===== config.mk =====
export PLATFORM = sky130hd
export DESIGN_NAME = sha256_stream_hasher
export DESIGN_NICKNAME = d
export VERILOG_FILES = /design/src/hdl/s256h_pkg.sv /design/src/hdl/s256h_round.sv /design/src/hdl/s256h_sched.sv /design/src/hdl/sha256_stream_hasher.sv
export SDC_FILE = /design/constraint.sdc
export NUM_CORES = 2
export LEC_CHECK = 0
export BUFFER_PORTS_ARGS = -buffer_cell sky130_fd_sc_hd__buf_2
export CORE_MARGIN = 2
export CORE_UTILIZATION = 50
export CTS_BUF_LIST = sky130_fd_sc_hd__clkbuf_8
export DETAILED_ROUTE_END_ITERATION = 6
export HOLD_SLACK_MARGIN = 0.02
export PLACE_DENSITY = 0.7
export SYNTH_ARGS = -nofsm -noshare
export SYNTH_HDL_FRONTEND = slang
export SYNTH_SLANG_ARGS = --single-unit

===== constraint.sdc =====
create_clock -name clk -period 20.2 [get_ports clk]
set_input_delay 4.04 -clock clk [delete_from_list [all_inputs] [get_ports clk]]
set_output_delay 4.04 -clock clk [all_outputs]
set_load 0.05 [all_outputs]

===== src/hdl/s256h_pkg.sv =====
// ----------------------------------------------------------------------------
// s256h_pkg
// Shared types, state encoding and constant tables for the SHA-256 hasher.
// ----------------------------------------------------------------------------
package s256h_pkg;

  localparam int WORD_W       = 32;
  localparam int BLOCK_WORDS  = 16;
  localparam int ROUNDS       = 64;
  localparam int DIGEST_WORDS = 8;
  localparam int LEN_W        = 64;

  typedef logic [WORD_W-1:0] word_t;

  typedef enum logic [2:0] {
    ST_IDLE,
    ST_ROUND,
    ST_FOLD,
    ST_PAD,
    ST_OUT
  } state_t;

  // working variables a..h
  typedef struct packed {
    word_t a;
    word_t b;
    word_t c;
    word_t d;
    word_t e;
    word_t f;
    word_t g;
    word_t h;
  } work_t;

  // control from sequencer to schedule window
  typedef struct packed {
    logic load;    // shift one message byte in
    logic expand;  // advance schedule by one round
  } sched_ctl_t;

  localparam logic [7:0] PAD_BYTE  = 8'h80;
  localparam logic [7:0] ZERO_BYTE = 8'h00;

  localparam word_t HASH_IV [DIGEST_WORDS] = '{
    32'h6a09e667, 32'hbb67ae85, 32'h3c6ef372, 32'ha54ff53a,
    32'h510e527f, 32'h9b05688c, 32'h1f83d9ab, 32'h5be0cd19
  };

  localparam word_t ROUND_K [ROUNDS] = '{
    32'h428a2f98, 32'h71374491, 32'hb5c0fbcf, 32'he9b5dba5,
    32'h3956c25b, 32'h59f111f1, 32'h923f82a4, 32'hab1c5ed5,
    32'hd807aa98, 32'h12835b01, 32'h243185be, 32'h550c7dc3,
    32'h72be5d74, 32'h80deb1fe, 32'h9bdc06a7, 32'hc19bf174,
    32'he49b69c1, 32'hefbe4786, 32'h0fc19dc6, 32'h240ca1cc,
    32'h2de92c6f, 32'h4a7484aa, 32'h5cb0a9dc, 32'h76f988da,
    32'h983e5152, 32'ha831c66d, 32'hb00327c8, 32'hbf597fc7,
    32'hc6e00bf3, 32'hd5a79147, 32'h06ca6351, 32'h14292967,
    32'h27b70a85, 32'h2e1b2138, 32'h4d2c6dfc, 32'h53380d13,
    32'h650a7354, 32'h766a0abb, 32'h81c2c92e, 32'h92722c85,
    32'ha2bfe8a1, 32'ha81a664b, 32'hc24b8b70, 32'hc76c51a3,
    32'hd192e819, 32'hd6990624, 32'hf40e3585, 32'h106aa070,
    32'h19a4c116, 32'h1e376c08, 32'h2748774c, 32'h34b0bcb5,
    32'h391c0cb3, 32'h4ed8aa4a, 32'h5b9cca4f, 32'h682e6ff3,
    32'h748f82ee, 32'h78a5636f, 32'h84c87814, 32'h8cc70208,
    32'h90befffa, 32'ha4506ceb, 32'hbef9a3f7, 32'hc67178f2
  };

endpackage


===== src/hdl/s256h_round.sv =====
// ----------------------------------------------------------------------------
// s256h_round
// One SHA-256 compression round: next working variables from current ones.
// ----------------------------------------------------------------------------
module s256h_round (
  input  s256h_pkg::work_t    cur,
  input  s256h_pkg::word_t    w_in,
  input  logic [5:0]          round_idx,
  output s256h_pkg::work_t    nxt
);

  s256h_pkg::word_t big_s0;
  s256h_pkg::word_t big_s1;
  s256h_pkg::word_t choose;
  s256h_pkg::word_t major;
  s256h_pkg::word_t t1;
  s256h_pkg::word_t t2;

  always_comb begin
    big_s1 = {cur.e[5:0], cur.e[31:6]} ^ {cur.e[10:0], cur.e[31:11]}
           ^ {cur.e[24:0], cur.e[31:25]};
    big_s0 = {cur.a[1:0], cur.a[31:2]} ^ {cur.a[12:0], cur.a[31:13]}
           ^ {cur.a[21:0], cur.a[31:22]};
    choose = (cur.e & cur.f) ^ (~cur.e & cur.g);
    major  = (cur.a & cur.b) ^ (cur.a & cur.c) ^ (cur.b & cur.c);
    t1     = cur.h + big_s1 + choose + s256h_pkg::ROUND_K[round_idx] + w_in;
    t2     = big_s0 + major;

    nxt.h = cur.g;
    nxt.g = cur.f;
    nxt.f = cur.e;
    nxt.e = cur.d + t1;
    nxt.d = cur.c;
    nxt.c = cur.b;
    nxt.b = cur.a;
    nxt.a = t1 + t2;
  end

endmodule


===== src/hdl/s256h_sched.sv =====
// ----------------------------------------------------------------------------
// s256h_sched
// Sixteen-word window: packs message bytes big-endian, then rolls the
// message schedule one word per round.
// ----------------------------------------------------------------------------
module s256h_sched (
  input  logic                   clk,
  input  s256h_pkg::sched_ctl_t  ctl,
  input  logic [7:0]             byte_in,
  output s256h_pkg::word_t       w_cur
);

  s256h_pkg::word_t win_r   [s256h_pkg::BLOCK_WORDS];
  s256h_pkg::word_t win_nxt [s256h_pkg::BLOCK_WORDS];
  s256h_pkg::word_t sig0;
  s256h_pkg::word_t sig1;
  s256h_pkg::word_t w_new;

  // window[0] is W[r]; taps give W[r+1], W[r+9], W[r+14]
  always_comb begin
    sig0  = {win_r[1][6:0], win_r[1][31:7]} ^ {win_r[1][17:0], win_r[1][31:18]}
          ^ (win_r[1] >> 3);
    sig1  = {win_r[14][16:0], win_r[14][31:17]} ^ {win_r[14][18:0], win_r[14][31:19]}
          ^ (win_r[14] >> 10);
    w_new = sig1 + win_r[9] + sig0 + win_r[0];

    for (int i = 0; i < s256h_pkg::BLOCK_WORDS; i++) begin
      win_nxt[i] = win_r[i];
    end
    if (ctl.load) begin
      // whole window acts as one 512-bit byte shift line
      for (int i = 0; i < s256h_pkg::BLOCK_WORDS - 1; i++) begin
        win_nxt[i] = {win_r[i][23:0], win_r[i+1][31:24]};
      end
      win_nxt[s256h_pkg::BLOCK_WORDS-1] = {win_r[s256h_pkg::BLOCK_WORDS-1][23:0], byte_in};
    end else if (ctl.expand) begin
      for (int i = 0; i < s256h_pkg::BLOCK_WORDS - 1; i++) begin
        win_nxt[i] = win_r[i+1];
      end
      win_nxt[s256h_pkg::BLOCK_WORDS-1] = w_new;
    end
  end

  always_ff @(posedge clk) begin
    for (int i = 0; i < s256h_pkg::BLOCK_WORDS; i++) begin
      win_r[i] <= win_nxt[i];
    end
  end

  assign w_cur = win_r[0];

endmodule


===== src/hdl/sha256_stream_hasher.sv =====
// ----------------------------------------------------------------------------
// sha256_stream_hasher
// Byte-stream SHA-256 with padding and digest output.
// ----------------------------------------------------------------------------
// Input channel (in_*): one message byte per item. in_tuser = 1 means
// in_tdata carries a message byte; in_tuser = 0 with in_tlast = 1 closes a
// message without adding a byte. in_tlast ends the message.
// Output channel (out_*): eight 32-bit digest words, most significant first;
// out_tlast marks the eighth.
// A byte that does not complete a 64-byte block starts no compression. A byte
// that completes a block holds in_tready low through 64 rounds on the single
// shared round unit and a fold into the chain value. On the last item the
// padding bytes (9 to 72 bytes, one or two more compressions) are pushed
// one per cycle outside compressions, then the digest words are offered,
// one per cycle while out_tready is high. A stalled receiver holds the block
// in its output phase; no input is taken until the eighth word is taken.
// Reset loads the initial hash values and clears the length and position.
// ----------------------------------------------------------------------------
module sha256_stream_hasher (
  input  logic        clk,
  input  logic        rst_n,
  input  logic        in_tvalid,
  output logic        in_tready,
  input  logic [7:0]  in_tdata,   // [7:0] msg_byte
  input  logic        in_tuser,   // [0] byte_present
  input  logic        in_tlast,   // last
  output logic        out_tvalid,
  input  logic        out_tready,
  output logic [31:0] out_tdata,  // [31:0] digest_word
  output logic        out_tlast   // last_word
);

  s256h_pkg::state_t state_r, state_nxt;
  logic [5:0]  round_r, round_nxt;
  logic [5:0]  byte_pos_r, byte_pos_nxt;
  logic [s256h_pkg::LEN_W-1:0] bit_cnt_r, bit_cnt_nxt;
  logic [s256h_pkg::LEN_W-1:0] len_r, len_nxt;
  logic [3:0]  len_cnt_r, len_cnt_nxt;
  logic        pad_mode_r, pad_mode_nxt;
  logic        pad_first_r, pad_first_nxt;
  logic [2:0]  out_idx_r, out_idx_nxt;
  s256h_pkg::work_t work_r, work_nxt;
  s256h_pkg::word_t chain_r   [s256h_pkg::DIGEST_WORDS];
  s256h_pkg::word_t chain_nxt [s256h_pkg::DIGEST_WORDS];

  s256h_pkg::sched_ctl_t sched_ctl;
  logic [7:0]            sched_byte;
  s256h_pkg::word_t      w_cur;
  s256h_pkg::work_t      round_out;
  s256h_pkg::work_t      chain_work;
  s256h_pkg::word_t      work_arr [s256h_pkg::DIGEST_WORDS];

  s256h_sched u_sched (
    .clk     (clk),
    .ctl     (sched_ctl),
    .byte_in (sched_byte),
    .w_cur   (w_cur)
  );

  s256h_round u_round (
    .cur       (work_r),
    .w_in      (w_cur),
    .round_idx (round_r),
    .nxt       (round_out)
  );

  always_comb begin
    chain_work = '{a: chain_r[0], b: chain_r[1], c: chain_r[2], d: chain_r[3],
                   e: chain_r[4], f: chain_r[5], g: chain_r[6], h: chain_r[7]};
    work_arr[0] = work_r.a;
    work_arr[1] = work_r.b;
    work_arr[2] = work_r.c;
    work_arr[3] = work_r.d;
    work_arr[4] = work_r.e;
    work_arr[5] = work_r.f;
    work_arr[6] = work_r.g;
    work_arr[7] = work_r.h;
  end

  always_comb begin
    state_nxt     = state_r;
    round_nxt     = round_r;
    byte_pos_nxt  = byte_pos_r;
    bit_cnt_nxt   = bit_cnt_r;
    len_nxt       = len_r;
    len_cnt_nxt   = len_cnt_r;
    pad_mode_nxt  = pad_mode_r;
    pad_first_nxt = pad_first_r;
    out_idx_nxt   = out_idx_r;
    work_nxt      = work_r;
    for (int i = 0; i < s256h_pkg::DIGEST_WORDS; i++) begin
      chain_nxt[i] = chain_r[i];
    end
    sched_ctl  = '0;
    sched_byte = in_tdata;
    in_tready  = 1'b0;
    out_tvalid = 1'b0;
    out_tdata  = chain_r[out_idx_r];
    out_tlast  = (out_idx_r == 3'(s256h_pkg::DIGEST_WORDS - 1));

    case (state_r)
      s256h_pkg::ST_IDLE: begin
        in_tready = 1'b1;
        if (in_tvalid) begin
          if (in_tuser) begin
            sched_ctl.load = 1'b1;
            byte_pos_nxt   = byte_pos_r + 6'd1;
            bit_cnt_nxt    = bit_cnt_r + 64'd8;
          end
          if (in_tlast) begin
            pad_mode_nxt  = 1'b1;
            pad_first_nxt = 1'b1;
            len_cnt_nxt   = '0;
            len_nxt       = in_tuser ? bit_cnt_r + 64'd8 : bit_cnt_r;
          end
          if (in_tuser && byte_pos_r == 6'd63) begin
            state_nxt = s256h_pkg::ST_ROUND;
            round_nxt = '0;
            work_nxt  = chain_work;
          end else if (in_tlast) begin
            state_nxt = s256h_pkg::ST_PAD;
          end
        end
      end

      s256h_pkg::ST_ROUND: begin
        sched_ctl.expand = 1'b1;
        work_nxt         = round_out;
        round_nxt        = round_r + 6'd1;
        if (round_r == 6'(s256h_pkg::ROUNDS - 1)) begin
          state_nxt = s256h_pkg::ST_FOLD;
        end
      end

      s256h_pkg::ST_FOLD: begin
        for (int i = 0; i < s256h_pkg::DIGEST_WORDS; i++) begin
          chain_nxt[i] = chain_r[i] + work_arr[i];
        end
        if (pad_mode_r && len_cnt_r == 4'd8) begin
          state_nxt   = s256h_pkg::ST_OUT;
          out_idx_nxt = '0;
        end else if (pad_mode_r) begin
          state_nxt = s256h_pkg::ST_PAD;
        end else begin
          state_nxt = s256h_pkg::ST_IDLE;
        end
      end

      s256h_pkg::ST_PAD: begin
        sched_ctl.load = 1'b1;
        byte_pos_nxt   = byte_pos_r + 6'd1;
        pad_first_nxt  = 1'b0;
        if (pad_first_r) begin
          sched_byte = s256h_pkg::PAD_BYTE;
        end else if (len_cnt_r == 4'd0 && byte_pos_r != 6'd56) begin
          sched_byte = s256h_pkg::ZERO_BYTE;
        end else begin
          // length goes out most significant byte first
          sched_byte  = len_r[63:56];
          len_nxt     = {len_r[55:0], 8'h00};
          len_cnt_nxt = len_cnt_r + 4'd1;
        end
        if (byte_pos_r == 6'd63) begin
          state_nxt = s256h_pkg::ST_ROUND;
          round_nxt = '0;
          work_nxt  = chain_work;
        end
      end

      s256h_pkg::ST_OUT: begin
        out_tvalid = 1'b1;
        if (out_tready) begin
          out_idx_nxt = out_idx_r + 3'd1;
          if (out_tlast) begin
            for (int i = 0; i < s256h_pkg::DIGEST_WORDS; i++) begin
              chain_nxt[i] = s256h_pkg::HASH_IV[i];
            end
            bit_cnt_nxt  = '0;
            byte_pos_nxt = '0;
            pad_mode_nxt = 1'b0;
            state_nxt    = s256h_pkg::ST_IDLE;
          end
        end
      end

      default: begin
        state_nxt = s256h_pkg::ST_IDLE;
      end
    endcase
  end

  always_ff @(posedge clk) begin
    if (!rst_n) begin
      state_r     <= s256h_pkg::ST_IDLE;
      round_r     <= '0;
      byte_pos_r  <= '0;
      bit_cnt_r   <= '0;
      len_cnt_r   <= '0;
      pad_mode_r  <= 1'b0;
      pad_first_r <= 1'b0;
      out_idx_r   <= '0;
      for (int i = 0; i < s256h_pkg::DIGEST_WORDS; i++) begin
        chain_r[i] <= s256h_pkg::HASH_IV[i];
      end
    end else begin
      state_r     <= state_nxt;
      round_r     <= round_nxt;
      byte_pos_r  <= byte_pos_nxt;
      bit_cnt_r   <= bit_cnt_nxt;
      len_cnt_r   <= len_cnt_nxt;
      pad_mode_r  <= pad_mode_nxt;
      pad_first_r <= pad_first_nxt;
      out_idx_r   <= out_idx_nxt;
      for (int i = 0; i < s256h_pkg::DIGEST_WORDS; i++) begin
        chain_r[i] <= chain_nxt[i];
      end
    end
  end

  always_ff @(posedge clk) begin
    work_r <= work_nxt;
    len_r  <= len_nxt;
  end

  // never take input while digest words are on offer
  a_no_overlap: assert property (@(posedge clk) disable iff (!rst_n)
    out_tvalid |-> !in_tready)
    else $error("input taken during digest output");

  // a compression only starts on a block boundary
  a_round_on_boundary: assert property (@(posedge clk) disable iff (!rst_n)
    (state_r != s256h_pkg::ST_ROUND) ##1 (state_r == s256h_pkg::ST_ROUND)
      |-> (byte_pos_r == 6'd0 && round_r == 6'd0))
    else $error("compression started mid-block");

  // rounds run uninterrupted until the last one
  a_rounds_contiguous: assert property (@(posedge clk) disable iff (!rst_n)
    (state_r == s256h_pkg::ST_ROUND && round_r != 6'(s256h_pkg::ROUNDS - 1))
      |=> (state_r == s256h_pkg::ST_ROUND))
    else $error("round sequence broken");

  // digest only after the length has gone in
  a_digest_after_len: assert property (@(posedge clk) disable iff (!rst_n)
    out_tvalid |-> (len_cnt_r == 4'd8 && byte_pos_r == 6'd0))
    else $error("digest offered before padding complete");

  // final word returns the block to a fresh message
  a_clean_restart: assert property (@(posedge clk) disable iff (!rst_n)
    (out_tvalid && out_tready && out_tlast)
      |=> (bit_cnt_r == 64'd0 && !pad_mode_r && state_r == s256h_pkg::ST_IDLE))
    else $error("state not cleared after digest");

endmodule


# After elaboration in Yosys (flattened, before gate mapping)
# Memory sizes are Yosys's and may differ from the RTL's. A register that Yosys moved wholly into a read port is not among the register bits.
# Index checks and enable logic that the tools add are counted.
[op_classes]
add_sub_neg = 23
reduce_logical = 18
bitwise = 26
mux = 75
order_cmp = 1
n_eq_ne = 21
[ops]
columns = ["cell", "count"]
rows = [
  ["$mux W256", 5],
  ["$mux W512", 2],
  ["$pmux W256 S3", 1],
  ["$add A32 B32 Y32", 18],
  ["$mux W64", 8],
  ["$pmux W256 S2", 1],
  ["$mux W32", 10],
  ["$xor A32 B32 Y32", 9],
  ["$pmux W64 S2", 2],
  ["$and A32 B32 Y32", 5],
  ["$add A64 B4 Y64 const B", 1],
  ["$mux W6", 7],
  ["$mux W3", 12],
  ["$pmux W6 S3", 2],
  ["$not A32 Y32", 1],
  ["$xor A32 B22 Y32", 1],
  ["$xor A32 B29 Y32", 1],
  ["$mux W8", 3],
  ["$ne A2 B2 Y1 const B", 11],
  ["$mux W4", 4],
  ["$pmux W3 S5", 1],
  ["$reduce_and A5 Y1", 3],
  ["$add A6 B1 Y6 const B", 2],
  ["$eq A6 B6 Y1 const B", 2],
  ["24 further kinds", 52],
]
[totals]
rom_bits = 2048
mem_bits_rw = 768
n_memories = 3
ff_bits = 408
inputBits = 14
output_inout_bits = 35
[memory_table]
columns = ["memory", "words", "width", "read_ports", "rd_ports_with_merged_regs", "write_ports", "line", "rtl"]
rows = [
  ["(no name shown)", 64, 32, 1, 0, 0, "s256h_round.sv:26", "t1 = cur.h + big_s1 + choose + s256h_pkg::ROUND_K[round_idx] + w_in;"],
  ["u_sched.win_r", 16, 32, 16, 0, 16, "s256h_sched.sv:13", "s256h_pkg::word_t win_r [s256h_pkg::BLOCK_WORDS];"],
  ["chain_r", 8, 32, 9, 1, 8, "sha256_stream_hasher.sv:43", "s256h_pkg::word_t chain_r [s256h_pkg::DIGEST_WORDS];"],
]

# Logic depth before layout (Yosys ltp)
[logic_depth]
ltp_word = 8
ltp_mapped = 41
mapped_depth_nobuf = 39

# By module
# From an unflattened synthesis, not the netlist that was laid out.
[unflattened]
cells_unflattened = 8101
hier_area_um2 = 79847.8
[modules_own_cells]
columns = ["mod", "area_each_um2", "cells_per_inst", "instances"]
rows = [
  ["sha256_stream_hasher", 39978.3, 4518, 1],
  ["s256h_sched", 25952.4, 1710, 1],
  ["s256h_round", 13917.1, 1873, 1],
]

# Least setup slack after synthesis
# Ideal clock, no wire load.
[synth_timing]
kind = "in2reg"
from = "in in_tuser"
to = "mem u_sched.win_r[0][0] (netlist name) (enable)"
required_time_ns = 16.568
path_slack_ns = 3.098
stages = 7
setup_time_ns = 3.632
arrival_time_ns = 13.469
cell_sequence = "nor2b_1 nand3_1 a21o_1 clkbuf_1 clkbuf_1 clkbuf_1 nand2_1"
[synth_rtl]
columns = ["element", "line", "rtl"]
rows = [
  ["start, declared", "sha256_stream_hasher.sv:25", "input logic in_tuser,"],
  ["end, declared", "s256h_sched.sv:13", ""],
]

==> qor.txt <==
Status: finished clean
Relative slew slack: 0.180
Slowest Stage Delay on Critical Path: 840 ps
Clock-pin slew on the worst setup and hold paths: 70 ps
Min Clock Period, post-route: 10030 ps
RSZ-0062 raised after global routing: no
Routed met3 length: 20500 um
Resized cells post-CTS: 0
Row cnt: 145
Largest net degree at the start of global routing: 231
R2R Setup Slk: 10170 ps
Ys Warns: 0
Die extent in y: 400 um
Share of cells above drive strength 1: 0.0689
Setup tns final: 0 ps
GRT overflow: 0
Cell mode on critical path: fa_1
CTS Buf Count: 203
Cts hold-fix bufs: 0
H-tree levels: 4
Final WL: 244000 um
Slew Viols, Final: 0
Root Driver: clkbuf_8
Crit-path max FO: 15
Top cells by area, synth: edfxtp_1, nand2_1, dfxtp_1
Commonest cells after routing, fill and taps aside: nand2_1, edfxtp_1, o21ai_0
HPWL Detailed: 174000 um
Die W: 400 um
Reg2reg path depth: 33
Max Clk Rate: 99.7 MHz
Layout area overhead: 7.33%
Met1 WL: 104000 um
Distinct cell type count after synthesis: 98
Core area: 0.156 mm^2
Fin util: 0.539
Syn Nets: 9410
Number of setup violations in the final report: 0
Synth top area share: 0.318
Synthesized area per cell: 8.89 um^2
Critical path class: flop to flop
Most common flop cell mapped by yosys: edfxtp_1
Hold Vio Cnt, Final: 0
Clock buffer depth: 3
First-pass DRT Iterations: 6
Flops & latches, synth: 1173
Synthesized area: 0.0783 mm^2
Worst Hold Class: flop to flop
HP Start: chain_r[5][29]
Met2 WL: 108000 um
FF-to-FF End: work_arr[254]
Tightest Pin Transition: 1230 ps
Most common cell after layout, fill and taps aside: nand2_1
Crit path launch type: flop
Clk sinks: 1173
Vias in the first global route: 60800
Max Cap Viol: 0
CP endpoint kind: flop
Top sig layer: met4
Critical Path Slowest Stage Cell: ha_1
Fraction of registers with async set/reset: 0
Register area share after synthesis: 0.406
Routed vias/inst: 5.90
EDFF count, synth: 829
Nets@finish: 9227
CP delay by family, top: adder cells
1st-iter DRT viols: 6785
DRT antenna net count: 0
Hold Path Depth: 2
Crit Reg-Reg Startpoint: round_r[1]
First-pass GRT wire length: 369000 um
Io pins: 49
Area leader, netlist: edfxtp_1
Tcrit/Tclk final: 0.497
Clk_skew: 58.2 ps
Area occupied by multi-input gates: 0.0430 mm^2
CP arrival: 10710 ps
WHS Endpoint: chain_r[5][29]
Worst Path Buf+Inv: 5
Vias: 64100
Mapped Cells: 8801
Die area: 0.160 mm^2
Initial antenna violation count: 7
Gr usage total: 0.301
Reg area: 0.0318 mm^2
Number of setup buffers added after CTS: 0
IO Port Bufs: 48
Worst Path Required: 20880 ps
Skew-Pair Late Insertion Delay: 990 ps
Final Wtd Congestion: 0.970
Fill count: 14100
WL/cell: 22.5 um
Initial core utilization: 0.502
CTS tree: done
Drt drc: 0
logic make-up (layout without fill, tap and decap cells):
group / after synthesis / in the layout / synth area share
compound gates: 1848 / 1848 / 0.146
xor+xnor: 632 / 632 / 0.0707
fa+ha+maj: 598 / 598 / 0.114
buf+inv: 951 / 944 / 0.0457
flops: 1173 / 1173 / 0.406
mux: 147 / 147 / 0.0308
other cells: 0 / 4 / 0
simple gates: 3452 / 3452 / 0.186
tightest hold or removal path, delay by kind of cell, from the launching register on:
kind / cells / cell delay [ps]
simple gates: 1 / 60
compound gates: 1 / 50
flops: 1 / 340
area by class of cell:
class | instances | area share
inverter | 443 | 0.0199
antenna | 4 | 0.000119
tap | 2058 | 0.0306
clock buffer | 230 | 0.0377
sequential | 1173 | 0.378
clock inverter | 151 | 0.0114
multi-input combinational | 6677 | 0.512
timing repair buffer | 120 | 0.00986
per-stage QoR:
| step | hold slack, ps | std cells | instance area [um^2] | setup WS (ps) |
|---|---|---|---|---|
| floorplan | 454 | 8801 | 78300 | 3100 |
| global placement | 465 | 10500 | 79900 | 10410 |
| finish | 502 | 10900 | 84000 | 10170 |
| detailed placement | 484 | 10500 | 79900 | 10400 |
| CTS | 496 | 10900 | 84000 | 10340 |
| global route | 537 | 10900 | 84000 | 9590 |
how the worst max path moves through the flow:
stage	startpoint	end	slack (ps)	cells after the start
after floorplan	in_tuser	u_sched.win_r[0][0]	3100	7
after global placement	round_r[3]	work_arr[254]	10410	37
after detailed placement	round_r[1]	work_arr[254]	10400	33
after CTS	round_r[1]	work_arr[254]	10340	33
after global routing	round_r[1]	work_arr[254]	9590	33
final	round_r[1]	work_arr[254]	10170	33
sequential cells by signal, indices dropped and copies added (netlist names), named ones only:
signal,cells
u_sched.win_r,512
chain_r,256
work_arr,256
bit_cnt_r,61
len_r,61
byte_pos_r,6
round_r,6
len_cnt_r,4
out_idx_r,3
state_r,3
pad_first_r,1
pad_mode_r,1
synthesized netlist by cell type (31+ instances only):
cell type / number
ha_1: 400
o21ai_0: 570
mux4_2: 69
dfxtp_1: 344
nand2b_1: 59
buf_1: 31
nand2_1: 2438
fa_1: 195
o21bai_1: 54
and3_1: 48
a21oi_1: 455
xor2_1: 262
clkbuf_1: 469
a22oi_1: 72
nand4_1: 44
inv_1: 440
a211oi_1: 45
a21o_1: 204
a21boi_0: 37
nor2_1: 339
a31oi_1: 37
o22ai_1: 77
nor2b_1: 159
edfxtp_1: 829
xnor2_1: 370
nand3_1: 109
nor3_1: 107
o21a_1: 54
mux2_2: 60
metal layers:
| metal | GRT usage | up-vias |
|---|---|---|
| li1 | - | 29900 |
| met4 | 0.130 | 0 |
| met1 | 0.422 | 31000 |
| met3 | 0.0503 | 469 |
| met5 | 0 | - |
| met2 | 0.459 | 2688 |
Power is not shown: default switching activity piles up to over one toggle a cycle in this logic, so the estimate is an artifact.
